===== config.mk =====
export PLATFORM = sky130hd
export DESIGN_NAME = box_mesh_cell_tessellator
export DESIGN_NICKNAME = d
export VERILOG_FILES = /design/src/rtl/core/bmct_pkg.sv /design/src/rtl/core/box_mesh_cell_tessellator.sv /design/src/rtl/core/bmct_front.sv /design/src/rtl/core/bmct_queue.sv /design/src/rtl/core/bmct_back.sv
export SDC_FILE = /design/constraint.sdc
export NUM_CORES = 2
export LEC_CHECK = 0
export BUFFER_PORTS_ARGS = -buffer_cell sky130_fd_sc_hd__buf_2
export CORE_MARGIN = 2
export CORE_UTILIZATION = 49
export DETAILED_ROUTE_END_ITERATION = 6
export HOLD_SLACK_MARGIN = 0.06
export SYNTH_ARGS = -nofsm -noshare
export SYNTH_HDL_FRONTEND = slang
export SYNTH_SLANG_ARGS = --single-unit
export TNS_END_PERCENT = 20

===== constraint.sdc =====
create_clock -name clk -period 34.8 [get_ports clk]
set_input_delay 5.22 -clock clk [delete_from_list [all_inputs] [get_ports clk]]
set_output_delay 5.22 -clock clk [all_outputs]
set_load 0.05 [all_outputs]

===== src/rtl/core/bmct_pkg.sv =====
// ----------------------------------------------------------------------------
// bmct_pkg
// Shared types, constants and winding tables for the box mesh tessellator.
// ----------------------------------------------------------------------------
package bmct_pkg;

    localparam int MAX_CELLS_DEFAULT = 256;
    localparam int DIM_W    = 31;
    localparam int DIV_W    = 31;
    localparam int IDX_W    = 8;
    localparam int K_W      = IDX_W + 1;
    localparam int PROD_W   = DIM_W + K_W;
    localparam int SUM_W    = PROD_W + 2;
    localparam int POS_W    = 32;
    localparam int TEX_W    = 17;
    localparam int TEX_ONE  = 65536;
    localparam int NUM_DIV  = 11;
    localparam int NUM_FACE = 6;
    localparam int NUM_VERT = 6;
    localparam int ADDR_W   = 4;

    localparam logic [1:0] REG_LENGTH = 2'd0;
    localparam logic [1:0] REG_WIDTH  = 2'd1;
    localparam logic [1:0] REG_HEIGHT = 2'd2;
    localparam logic [1:0] REG_DIVS   = 2'd3;

    localparam logic [1:0] NORM_ZERO = 2'b00;
    localparam logic [1:0] NORM_POS  = 2'b01;
    localparam logic [1:0] NORM_NEG  = 2'b11;

    localparam logic [2:0] FACE_FRONT  = 3'd0;
    localparam logic [2:0] FACE_BACK   = 3'd1;
    localparam logic [2:0] FACE_TOP    = 3'd2;
    localparam logic [2:0] FACE_BOTTOM = 3'd3;
    localparam logic [2:0] FACE_LEFT   = 3'd4;
    localparam logic [2:0] FACE_RIGHT  = 3'd5;

    localparam logic [5:0] OFF_A_P0 = 6'b110001;
    localparam logic [5:0] OFF_A_P1 = 6'b011100;
    localparam logic [5:0] FACE_PAT = 6'b010110;

    function automatic logic off_a(input logic pat, input logic [2:0] k);
        off_a = pat ? OFF_A_P1[k] : OFF_A_P0[k];
    endfunction

    function automatic logic off_b(input logic pat, input logic [2:0] k);
        off_b = pat ? OFF_A_P0[k] : OFF_A_P1[k];
    endfunction

    typedef struct packed {
        logic [DIM_W-1:0] box_length;
        logic [DIM_W-1:0] box_width;
        logic [DIM_W-1:0] box_height;
        logic [7:0]       edge_divisions;
    } cfg_t;

endpackage


===== src/rtl/core/box_mesh_cell_tessellator.sv =====
// ----------------------------------------------------------------------------
// box_mesh_cell_tessellator
// Emit the 36 vertices of one grid cell on all six faces of a box.
// A cell first passes a 31-step serial divider, then its vertices are sequenced.
// Throughput: one vertex per cycle while a cell is queued and m_tready is high.
// Reset: asynchronous, clears control; registers return to 1.0 and 0 divisions.
// ----------------------------------------------------------------------------
module box_mesh_cell_tessellator
    import bmct_pkg::*;
#(
    parameter int MAX_CELLS_PER_EDGE = MAX_CELLS_DEFAULT
)
(
    input  logic                clk,
    input  logic                rst_n,
    input  logic                psel,
    input  logic                penable,
    input  logic                pwrite,
    input  logic [ADDR_W-1:0]   paddr,
    input  logic [31:0]         pwdata,
    output logic [31:0]         prdata,
    output logic                pready,
    input  logic                s_tvalid,
    output logic                s_tready,
    input  logic [15:0]         s_tdata,   // cell_i, cell_j
    output logic                m_tvalid,
    input  logic                m_tready,
    output logic [135:0]        m_tdata,   // pos_x, pos_y, pos_z, normal_x/y/z, tex_u, tex_v
    output logic                m_tlast
);

    localparam int N_W  = $clog2(MAX_CELLS_PER_EDGE + 1);
    localparam int NF_W = (N_W > 9) ? N_W : 9;
    localparam int RW   = N_W + 3;
    localparam int EN_W = 2 * IDX_W + 3 * DIV_W + 8 * DIV_W + 8 * RW;

    cfg_t            cfg_reg;
    logic [NF_W-1:0] n_full;
    logic [N_W-1:0]  n;
    logic            push, q_full, pop, not_empty;
    logic [EN_W-1:0] push_data, head;

    assign pready = 1'b1;
    assign n_full = NF_W'(cfg_reg.edge_divisions) + NF_W'(1);
    assign n      = (n_full > NF_W'(MAX_CELLS_PER_EDGE)) ? N_W'(MAX_CELLS_PER_EDGE)
                                                         : N_W'(n_full);

    always_ff @(posedge clk or negedge rst_n)
    begin
        if (!rst_n)
        begin
            cfg_reg.box_length     <= DIM_W'(TEX_ONE);
            cfg_reg.box_width      <= DIM_W'(TEX_ONE);
            cfg_reg.box_height     <= DIM_W'(TEX_ONE);
            cfg_reg.edge_divisions <= '0;
        end
        else if (psel && penable && pwrite && pready)
        begin
            case (paddr[3:2])
                REG_LENGTH: cfg_reg.box_length     <= pwdata[DIM_W-1:0];
                REG_WIDTH:  cfg_reg.box_width      <= pwdata[DIM_W-1:0];
                REG_HEIGHT: cfg_reg.box_height     <= pwdata[DIM_W-1:0];
                default:    cfg_reg.edge_divisions <= pwdata[7:0];
            endcase
        end
    end

    always_comb
    begin
        case (paddr[3:2])
            REG_LENGTH: prdata = {1'b0, cfg_reg.box_length};
            REG_WIDTH:  prdata = {1'b0, cfg_reg.box_width};
            REG_HEIGHT: prdata = {1'b0, cfg_reg.box_height};
            default:    prdata = {24'b0, cfg_reg.edge_divisions};
        endcase
    end

    bmct_front #(.N_W(N_W), .RW(RW), .EN_W(EN_W)) u_front
    (
        .clk       (clk),
        .rst_n     (rst_n),
        .cfg       (cfg_reg),
        .n         (n),
        .s_tvalid  (s_tvalid),
        .s_tready  (s_tready),
        .s_tdata   (s_tdata),
        .push      (push),
        .q_full    (q_full),
        .push_data (push_data)
    );

    bmct_queue #(.EN_W(EN_W)) u_queue
    (
        .clk       (clk),
        .rst_n     (rst_n),
        .push      (push),
        .push_data (push_data),
        .full      (q_full),
        .pop       (pop),
        .not_empty (not_empty),
        .head      (head)
    );

    bmct_back #(.N_W(N_W), .RW(RW), .EN_W(EN_W)) u_back
    (
        .clk       (clk),
        .rst_n     (rst_n),
        .cfg       (cfg_reg),
        .n         (n),
        .not_empty (not_empty),
        .head      (head),
        .pop       (pop),
        .m_tvalid  (m_tvalid),
        .m_tready  (m_tready),
        .m_tdata   (m_tdata),
        .m_tlast   (m_tlast)
    );

endmodule


===== src/rtl/core/bmct_front.sv =====
// ----------------------------------------------------------------------------
// bmct_front
// Accept a cell, run the step and texture divisions bit-serially, push result.
// ----------------------------------------------------------------------------
module bmct_front
    import bmct_pkg::*;
#(
    parameter int N_W  = 9,
    parameter int RW   = N_W + 3,
    parameter int EN_W = 2 * IDX_W + 3 * DIV_W + 8 * DIV_W + 8 * RW
)
(
    input  logic            clk,
    input  logic            rst_n,
    input  cfg_t            cfg,
    input  logic [N_W-1:0]  n,
    input  logic            s_tvalid,
    output logic            s_tready,
    input  logic [15:0]     s_tdata,   // cell_i, cell_j
    output logic            push,
    input  logic            q_full,
    output logic [EN_W-1:0] push_data
);

    logic             hold_valid_reg, hold_valid_next;
    logic [IDX_W-1:0] hold_ci_reg, hold_cj_reg;
    logic [IDX_W-1:0] item_ci_reg, item_cj_reg;
    logic             busy_reg, busy_next;
    logic             done_reg, done_next;
    logic [4:0]       cnt_reg;
    logic [DIV_W-1:0] quo_reg [NUM_DIV];
    logic [RW-1:0]    rem_reg [NUM_DIV];
    logic [RW-1:0]    dvs     [NUM_DIV];
    logic [DIV_W-1:0] dvd     [NUM_DIV];
    logic [K_W-1:0]   kv      [4];
    logic             start;

    assign s_tready = !hold_valid_reg;
    assign start    = hold_valid_reg && !busy_reg && !done_reg;
    assign push     = done_reg && !q_full;

    always_comb
    begin
        kv[0] = {1'b0, hold_ci_reg};
        kv[1] = {1'b0, hold_ci_reg} + K_W'(1);
        kv[2] = {1'b0, hold_cj_reg};
        kv[3] = {1'b0, hold_cj_reg} + K_W'(1);
        dvd[0] = DIV_W'(cfg.box_length);
        dvd[1] = DIV_W'(cfg.box_height);
        dvd[2] = DIV_W'(cfg.box_width);
        dvs[0] = RW'(n);
        dvs[1] = RW'(n);
        dvs[2] = RW'(n);
        for (int d = 0; d < 4; d++)
        begin
            dvd[3 + d] = DIV_W'({kv[d], 16'b0});
            dvd[7 + d] = DIV_W'({kv[d], 16'b0});
            dvs[3 + d] = RW'(n) * RW'(3);
            dvs[7 + d] = RW'(n) * RW'(2);
        end
        hold_valid_next = hold_valid_reg;
        if (start)
            hold_valid_next = 1'b0;
        if (s_tvalid && s_tready)
            hold_valid_next = 1'b1;
        busy_next = busy_reg;
        done_next = done_reg;
        if (push)
            done_next = 1'b0;
        if (start)
            busy_next = 1'b1;
        if (busy_reg && cnt_reg == 5'(DIV_W - 1))
        begin
            busy_next = 1'b0;
            done_next = 1'b1;
        end
    end

    always_ff @(posedge clk or negedge rst_n)
    begin
        if (!rst_n)
        begin
            hold_valid_reg <= 1'b0;
            busy_reg       <= 1'b0;
            done_reg       <= 1'b0;
            cnt_reg        <= '0;
        end
        else
        begin
            hold_valid_reg <= hold_valid_next;
            busy_reg       <= busy_next;
            done_reg       <= done_next;
            if (start)
                cnt_reg <= '0;
            else if (busy_reg)
                cnt_reg <= cnt_reg + 5'd1;
        end
    end

    always_ff @(posedge clk)
    begin
        logic [RW-1:0] sh;
        if (s_tvalid && s_tready)
        begin
            hold_ci_reg <= s_tdata[7:0];
            hold_cj_reg <= s_tdata[15:8];
        end
        if (start)
        begin
            item_ci_reg <= hold_ci_reg;
            item_cj_reg <= hold_cj_reg;
            for (int d = 0; d < NUM_DIV; d++)
            begin
                quo_reg[d] <= dvd[d];
                rem_reg[d] <= '0;
            end
        end
        else if (busy_reg)
        begin
            for (int d = 0; d < NUM_DIV; d++)
            begin
                sh = {rem_reg[d][RW-2:0], quo_reg[d][DIV_W-1]};
                if (sh >= dvs[d])
                begin
                    rem_reg[d] <= sh - dvs[d];
                    quo_reg[d] <= {quo_reg[d][DIV_W-2:0], 1'b1};
                end
                else
                begin
                    rem_reg[d] <= sh;
                    quo_reg[d] <= {quo_reg[d][DIV_W-2:0], 1'b0};
                end
            end
        end
    end

    always_comb
    begin
        push_data = {item_cj_reg, item_ci_reg,
                     quo_reg[0], quo_reg[1], quo_reg[2],
                     quo_reg[3], quo_reg[4], quo_reg[5], quo_reg[6],
                     rem_reg[3], rem_reg[4], rem_reg[5], rem_reg[6],
                     quo_reg[7], quo_reg[8], quo_reg[9], quo_reg[10],
                     rem_reg[7], rem_reg[8], rem_reg[9], rem_reg[10]};
    end

endmodule


===== src/rtl/core/bmct_queue.sv =====
// ----------------------------------------------------------------------------
// bmct_queue
// Two-entry queue between the divider front and the vertex back end.
// ----------------------------------------------------------------------------
module bmct_queue
    import bmct_pkg::*;
#(
    parameter int EN_W = 8
)
(
    input  logic            clk,
    input  logic            rst_n,
    input  logic            push,
    input  logic [EN_W-1:0] push_data,
    output logic            full,
    input  logic            pop,
    output logic            not_empty,
    output logic [EN_W-1:0] head
);

    logic [EN_W-1:0] mem_reg [2];
    logic            wptr_reg, rptr_reg;
    logic [1:0]      count_reg;

    assign full      = count_reg == 2'd2;
    assign not_empty = count_reg != 2'd0;
    assign head      = mem_reg[rptr_reg];

    always_ff @(posedge clk or negedge rst_n)
    begin
        if (!rst_n)
        begin
            wptr_reg  <= 1'b0;
            rptr_reg  <= 1'b0;
            count_reg <= 2'd0;
        end
        else
        begin
            if (push)
                wptr_reg <= !wptr_reg;
            if (pop)
                rptr_reg <= !rptr_reg;
            case ({push, pop})
                2'b10:   count_reg <= count_reg + 2'd1;
                2'b01:   count_reg <= count_reg - 2'd1;
                default: count_reg <= count_reg;
            endcase
        end
    end

    always_ff @(posedge clk)
    begin
        if (push)
            mem_reg[wptr_reg] <= push_data;
    end

endmodule


===== src/rtl/core/bmct_back.sv =====
// ----------------------------------------------------------------------------
// bmct_back
// Sequence 36 vertices per cell: product stage, then sum, saturate, register.
// ----------------------------------------------------------------------------
module bmct_back
    import bmct_pkg::*;
#(
    parameter int N_W  = 9,
    parameter int RW   = N_W + 3,
    parameter int EN_W = 2 * IDX_W + 3 * DIV_W + 8 * DIV_W + 8 * RW
)
(
    input  logic            clk,
    input  logic            rst_n,
    input  cfg_t            cfg,
    input  logic [N_W-1:0]  n,
    input  logic            not_empty,
    input  logic [EN_W-1:0] head,
    output logic            pop,
    output logic            m_tvalid,
    input  logic            m_tready,
    output logic [135:0]    m_tdata,   // pos_x, pos_y, pos_z, normal_x/y/z, tex_u, tex_v
    output logic            m_tlast
);

    logic [IDX_W-1:0] e_ci, e_cj;
    logic [DIV_W-1:0] e_step [3];
    logic [DIV_W-1:0] e_uq [4];
    logic [DIV_W-1:0] e_vq [4];
    logic [RW-1:0]    e_ur [4];
    logic [RW-1:0]    e_vr [4];

    assign {e_cj, e_ci, e_step[0], e_step[1], e_step[2],
            e_uq[0], e_uq[1], e_uq[2], e_uq[3], e_ur[0], e_ur[1], e_ur[2], e_ur[3],
            e_vq[0], e_vq[1], e_vq[2], e_vq[3], e_vr[0], e_vr[1], e_vr[2], e_vr[3]} = head;

    logic [2:0]        face_reg, vert_reg;
    logic              a_valid_reg;
    logic [2:0]        a_face_reg;
    logic              a_last_reg;
    logic [PROD_W-1:0] a_pa_reg, a_pb_reg;
    logic [DIV_W-1:0]  a_uq_reg, a_vq_reg;
    logic [RW-1:0]     a_ur_reg, a_vr_reg;
    logic              m_valid_reg;
    logic [135:0]      m_data_reg;
    logic              m_last_reg;

    logic              en, issue, last_v;
    logic              pat, oa, ob;
    logic [K_W-1:0]    ia, jb;
    logic [DIV_W-1:0]  step_a, step_b;
    logic [1:0]        ku, kv;

    assign en       = !m_valid_reg || m_tready;
    assign issue    = en && not_empty;
    assign last_v   = face_reg == FACE_RIGHT && vert_reg == 3'(NUM_VERT - 1);
    assign pop      = issue && last_v;
    assign m_tvalid = m_valid_reg;
    assign m_tdata  = m_data_reg;
    assign m_tlast  = m_last_reg;

    always_comb
    begin
        pat    = FACE_PAT[face_reg];
        oa     = off_a(pat, vert_reg);
        ob     = off_b(pat, vert_reg);
        ia     = {1'b0, e_ci} + K_W'(oa);
        jb     = {1'b0, e_cj} + K_W'(ob);
        step_a = (face_reg == FACE_LEFT || face_reg == FACE_RIGHT) ? e_step[2] : e_step[0];
        step_b = (face_reg == FACE_TOP || face_reg == FACE_BOTTOM) ? e_step[2] : e_step[1];
        ku     = (face_reg == FACE_LEFT) ? {1'b1, ob} : {1'b0, oa};
        kv     = (face_reg == FACE_LEFT) ? {1'b0, oa} : {1'b1, ob};
    end

    always_ff @(posedge clk or negedge rst_n)
    begin
        if (!rst_n)
        begin
            face_reg    <= FACE_FRONT;
            vert_reg    <= '0;
            a_valid_reg <= 1'b0;
            m_valid_reg <= 1'b0;
        end
        else if (en)
        begin
            a_valid_reg <= not_empty;
            m_valid_reg <= a_valid_reg;
            if (not_empty)
            begin
                if (vert_reg == 3'(NUM_VERT - 1))
                begin
                    vert_reg <= '0;
                    face_reg <= last_v ? FACE_FRONT : face_reg + 3'd1;
                end
                else
                    vert_reg <= vert_reg + 3'd1;
            end
        end
    end

    always_ff @(posedge clk)
    begin
        if (issue)
        begin
            a_face_reg <= face_reg;
            a_last_reg <= last_v;
            a_pa_reg   <= PROD_W'(step_a) * PROD_W'(ia);
            a_pb_reg   <= PROD_W'(step_b) * PROD_W'(jb);
            a_uq_reg   <= e_uq[ku];
            a_ur_reg   <= e_ur[ku];
            a_vq_reg   <= e_vq[kv];
            a_vr_reg   <= e_vr[kv];
        end
    end

    logic signed [SUM_W-1:0] xh, yh, zh, pa, pb, px, py, pz;
    logic [1:0]              nx, ny, nz;
    logic [1:0]              col;
    logic                    row;
    logic [16:0]             ua, va;
    logic [1:0]              ub;
    logic [RW-1:0]           bn, du, dv;
    logic                    cu, cv;
    logic [DIV_W:0]          us, vs;
    logic [TEX_W-1:0]        tu, tv;

    function automatic logic [POS_W-1:0] sat(input logic signed [SUM_W-1:0] v);
        if (v > SUM_W'(32'sh7fffffff))
            sat = 32'h7fffffff;
        else if (v < -SUM_W'(33'sh80000000))
            sat = 32'h80000000;
        else
            sat = v[POS_W-1:0];
    endfunction

    always_comb
    begin
        xh = SUM_W'(cfg.box_length >> 1);
        yh = SUM_W'(cfg.box_height >> 1);
        zh = SUM_W'(cfg.box_width >> 1);
        pa = SUM_W'(a_pa_reg);
        pb = SUM_W'(a_pb_reg);
        nx = NORM_ZERO;
        ny = NORM_ZERO;
        nz = NORM_ZERO;
        case (a_face_reg)
            FACE_FRONT:
            begin
                px = pa - xh; py = yh - pb; pz = zh; nz = NORM_POS; col = 2'd0;
            end
            FACE_BACK:
            begin
                px = xh - pa; py = pb - yh; pz = -zh; nz = NORM_NEG; col = 2'd1;
            end
            FACE_TOP:
            begin
                px = pa - xh; py = yh; pz = zh - pb; ny = NORM_POS; col = 2'd2;
            end
            FACE_BOTTOM:
            begin
                px = xh - pa; py = -yh; pz = pb - zh; ny = NORM_NEG; col = 2'd0;
            end
            FACE_LEFT:
            begin
                px = -xh; py = yh - pb; pz = zh - pa; nx = NORM_NEG; col = 2'd1;
            end
            default:
            begin
                px = xh; py = pb - yh; pz = pa - zh; nx = NORM_POS; col = 2'd2;
            end
        endcase
        row = a_face_reg inside {FACE_BOTTOM, FACE_LEFT, FACE_RIGHT};
        case (col)
            2'd1:    begin ua = 17'd21845; ub = 2'd1; end
            2'd2:    begin ua = 17'd43690; ub = 2'd2; end
            default: begin ua = 17'd0;     ub = 2'd0; end
        endcase
        va = row ? 17'd32768 : 17'd0;
        du = RW'(n) * RW'(3);
        dv = RW'(n) * RW'(2);
        bn = RW'(ub) * RW'(n);
        cu = (bn + a_ur_reg) >= du;
        cv = a_vr_reg >= dv;
        us = (DIV_W + 1)'(a_uq_reg) + (DIV_W + 1)'(ua) + (DIV_W + 1)'(cu);
        vs = (DIV_W + 1)'(a_vq_reg) + (DIV_W + 1)'(va) + (DIV_W + 1)'(cv);
        tu = (us > (DIV_W + 1)'(TEX_ONE)) ? TEX_W'(TEX_ONE) : us[TEX_W-1:0];
        tv = (vs > (DIV_W + 1)'(TEX_ONE)) ? TEX_W'(TEX_ONE) : vs[TEX_W-1:0];
    end

    always_ff @(posedge clk)
    begin
        if (en)
        begin
            m_data_reg <= {tv, tu, nz, ny, nx, sat(pz), sat(py), sat(px)};
            m_last_reg <= a_last_reg;
        end
    end

endmodule


==> results list <==
- The run finished with clean final reports.
- Critical Path Max Stage Delay: 0.51 ns
- Hold Path Class: flop to flop
- Die Width: 486 um
* Slew at the pin with the worst max-slew slack: 1.42 ns
- Portion of netlist area occupied by mux cells: 0.0671
* Synthesized netlist cell count: 10100
- Of the total synthesized cell area, the portion taken by XOR and XNOR cells is 0.0330.
- CTS H-tree lvls: 4
- Summed over all failing endpoints, the final setup total negative slack is 0 ns.
- Clock Skew: 0.0816 ns
* Initial Util: 0.494
- Of the cells placed in the final design, the portion with a size suffix greater than 1 is 0.102.
- In this run the clock root is driven by a sky130_fd_sc_hd__clkbuf_16.
- Flip-flop count of the largest register after layout: 906
* Wire length of the first global-routing pass: 532000 um
- Summing all flip-flop and latch instances after layout gives 54500 um^2.
* Multi-input combinational cell area: 54800 um^2
- Clock insertion delay at the later pin of the skew report: 0.88 ns
- Detailed routing inserted a total of 80100 vias.
* Grt met2 use: 0.506
- Number of maximum-capacitance constraint violations: 0
- The count of nets left with antenna violations once routing finished came out at 0.
* Cell class contributing the biggest share of worst-path delay: buffers and inverters
- Global routing's busiest layer: met2
* Ratio of routed vias to standard cells: 6.00
- Counting cells, the worst reg-to-reg path comes to 36.
- Clock tree synthesis inserted a total of 194 buffers.
- Dividing the synthesized area by the synthesized cell count gives 11.3 um^2.
- RSZ-0062 raised after global routing: no
- Buffers from clock root to sink, at most: 3
- In the finished design, the share of the clock period the worst path needs comes to 0.368.
- Counting every net in the synthesized netlist gives 11100.
- Hold-fix buffer count after cts: 0
- Worst path bufs/invs: 4
- Global placer's final weighted congestion: 0.965
* Number of register bits inferred by synthesis: 1836
* Initial antenna violation count: 12
- Vias in the first global route: 80400
* Area of the placeable core: 230000 um^2
* Type of element launching the critical path: primary input
* Input/output buffers: 225
- Summed instance area of the synthesized netlist: 114000 um^2
* Count of endpoints failing hold in the final timing report: 0
- Number of DRC violations after detailed-routing iteration 0: 6562
- Before antenna repair, the detailed router went through 6 iterations.
- Buffers added to address setup during post-CTS repair amount to 0.
- Maximum number of pins on one net before global-route repair: 179
- For this run, asynchronously set or reset flops after synthesis account for 0.0659.
- Fill cells in the final layout number 19900.
- Largest family of logic cells by synthesized area: adder cells
* Cells resized by post-CTS repair: 0
- Area of the die: 236000 um^2
- TritonCTS built the clock tree.
* Final setup violation count: 0
- Clock sinks: 1836
* Largest area contributor in the synthesized netlist: sky130_fd_sc_hd__edfxtp_1
* NumNets Final: 11200
- The complex-gate fraction of the synthesized area came to 0.118.
- Headroom to the max-slew limit: 0.0428
* DRC violation count after routing: 0
- For this run, the total global-route usage over all layers was measured as 0.303.
* Critical path arrival: 7.59 ns
- Post-detailed-placement half-perimeter wirelength: 270000 um
- Derived from the worst setup path, the maximum achievable clock frequency is 78.0 MHz.
* I/O pin total: 231
- For this design, the slowest cell found on the critical path is sky130_fd_sc_hd__nor2b_2.
- After floorplanning, the core was divided into 176 placement rows.
- In this run, distinct cell masters in the synthesized netlist total 108.
- Along the worst path, the maximum fanout reaches 36.
- For met3 alone, demand over resource in global routing was 0.0335.
* Required time at the worst-slack endpoint: 29.58 ns
- The worst hold path was traced through 0 stages.
- Routing usage on met1: 0.381
* Leading post-synthesis cells by instance count: sky130_fd_sc_hd__edfxtp_1, sky130_fd_sc_hd__nand2_1, sky130_fd_sc_hd__inv_1
* Critical path depth: 7
- Worst setup path category: primary input to primary output
- The critical path goes through buf_2, buf_4, nor2b_2, buf_4, nand2_1, o21ai_0, buf_2.
- After detailed routing, the average wire length per cell comes to 27.0 um.
- Type of destination of the critical path: primary output
- Among all cell types in the netlist, the one instantiated most often is sky130_fd_sc_hd__edfxtp_1.
* EDFF count, synth: 1715
- Total wire length after detailed routing: 361000 um
- Yosys warns: 0
- After global routing the overflow that remains totals 0.
- Of the total synthesized cell area, the portion taken by full adders, half adders and majority gates is 0.137.
- From synthesis to final layout, the design area changed by 9.69%.
- Ranked by total cell area, the synthesized netlist is headed by sky130_fd_sc_hd__edfxtp_1, sky130_fd_sc_hd__fa_1, sky130_fd_sc_hd__ha_1.
* Time the final worst path needs with I/O delays and setup: 12.81 ns
- The share of synthesized area in the top cell type comes to 0.453.
- From bottom edge to top edge, the die measures 486 um.
- Clock transition at the registers of the reported paths: 0.07 ns
* Post-synthesis share of cell area spent on and, or, nand and nor gates: 0.124
- The share of the Yosys chip area taken by registers is 0.479.
- Among all flip-flop cells after synthesis, the most frequent one is sky130_fd_sc_hd__edfxtp_1.
- The count of final max-slew check failures was 0.
==> path summary, 6_finish.rpt <==
check	to	start	slack, ns
hold / removal	u_queue.mem_reg[1][438]	u_front.item_ci_reg[1]	0.40
hold reg to reg	u_queue.mem_reg[1][438]	u_front.item_ci_reg[1]	0.40
setup / recovery	prdata[14]	paddr[3]	21.99
max in group asynchronous	u_front.busy_reg	rst_n	29.00
min in group asynchronous	cfg_reg[98]	rst_n	4.41
setup reg to reg	u_back.m_tdata[118]	u_back.a_face_reg[0]	25.04
==> cell type report <==
cell class | count | share of cell area
clock buffer | 225 | 0.0403
sequential | 1836 | 0.437
antenna | 6 | 0.000120
tap | 3026 | 0.0303
timing repair buffer | 355 | 0.0175
inverter | 742 | 0.0224
multi-input combinational | 7029 | 0.439
clock inverter | 133 | 0.0129
==> routing by layer <==
layer,wire length [um],part of all wire
met1,144000,0.40
met2,175000,0.48
met3,16700,0.046
met4,25300,0.070
met5,28,0.000078
==> logic make-up after synthesis <==
logic type               count (synthesis)
adder cells (fa/ha/maj)                985
AO/OA/AOI/OAI                         2119
multiplexers                           505
flip-flops                            1836
buffers and inverters                 1219
other                                    2
AND/OR/NAND/NOR                       2989
XOR/XNOR                               429
==> layout by cell type (no fill, tap or decap), types with 149 or more instances in the layout <==
master / synthesis / layout
sky130_fd_sc_hd__buf_2: 3 / 224
sky130_fd_sc_hd__edfxtp_1: 1715 / 1715
sky130_fd_sc_hd__and2_1: 250 / 249
sky130_fd_sc_hd__mux4_2: 200 / 200
sky130_fd_sc_hd__fa_1: 439 / 439
sky130_fd_sc_hd__nand2_1: 1236 / 1232
sky130_fd_sc_hd__ha_1: 545 / 545
sky130_fd_sc_hd__a21oi_1: 561 / 560
sky130_fd_sc_hd__clkbuf_16: 0 / 195
sky130_fd_sc_hd__a21o_1: 206 / 206
sky130_fd_sc_hd__xor2_1: 149 / 149
sky130_fd_sc_hd__mux2i_1: 247 / 247
sky130_fd_sc_hd__o21ai_0: 570 / 570
sky130_fd_sc_hd__nand3_1: 181 / 180
sky130_fd_sc_hd__nor2b_1: 241 / 240
sky130_fd_sc_hd__inv_1: 739 / 737
sky130_fd_sc_hd__xnor2_1: 280 / 268
sky130_fd_sc_hd__nor2_1: 535 / 530
==> through the flow <==
stage,instance area [um^2],instances,worst slack (ns),util,hold WS (ns)
detailed placement,118000,13000,22.07,0.513,0.411
global route,125000,13300,21.98,0.542,0.413
floorplan,114000,10100,14.15,-,0.400
finish,125000,13400,21.99,0.542,0.395
global placement,118000,13000,22.06,0.513,0.414
CTS,125000,13300,22.07,0.542,0.387
Power is not shown: default switching activity piles up to over one toggle a cycle in this logic, so the estimate is an artifact.
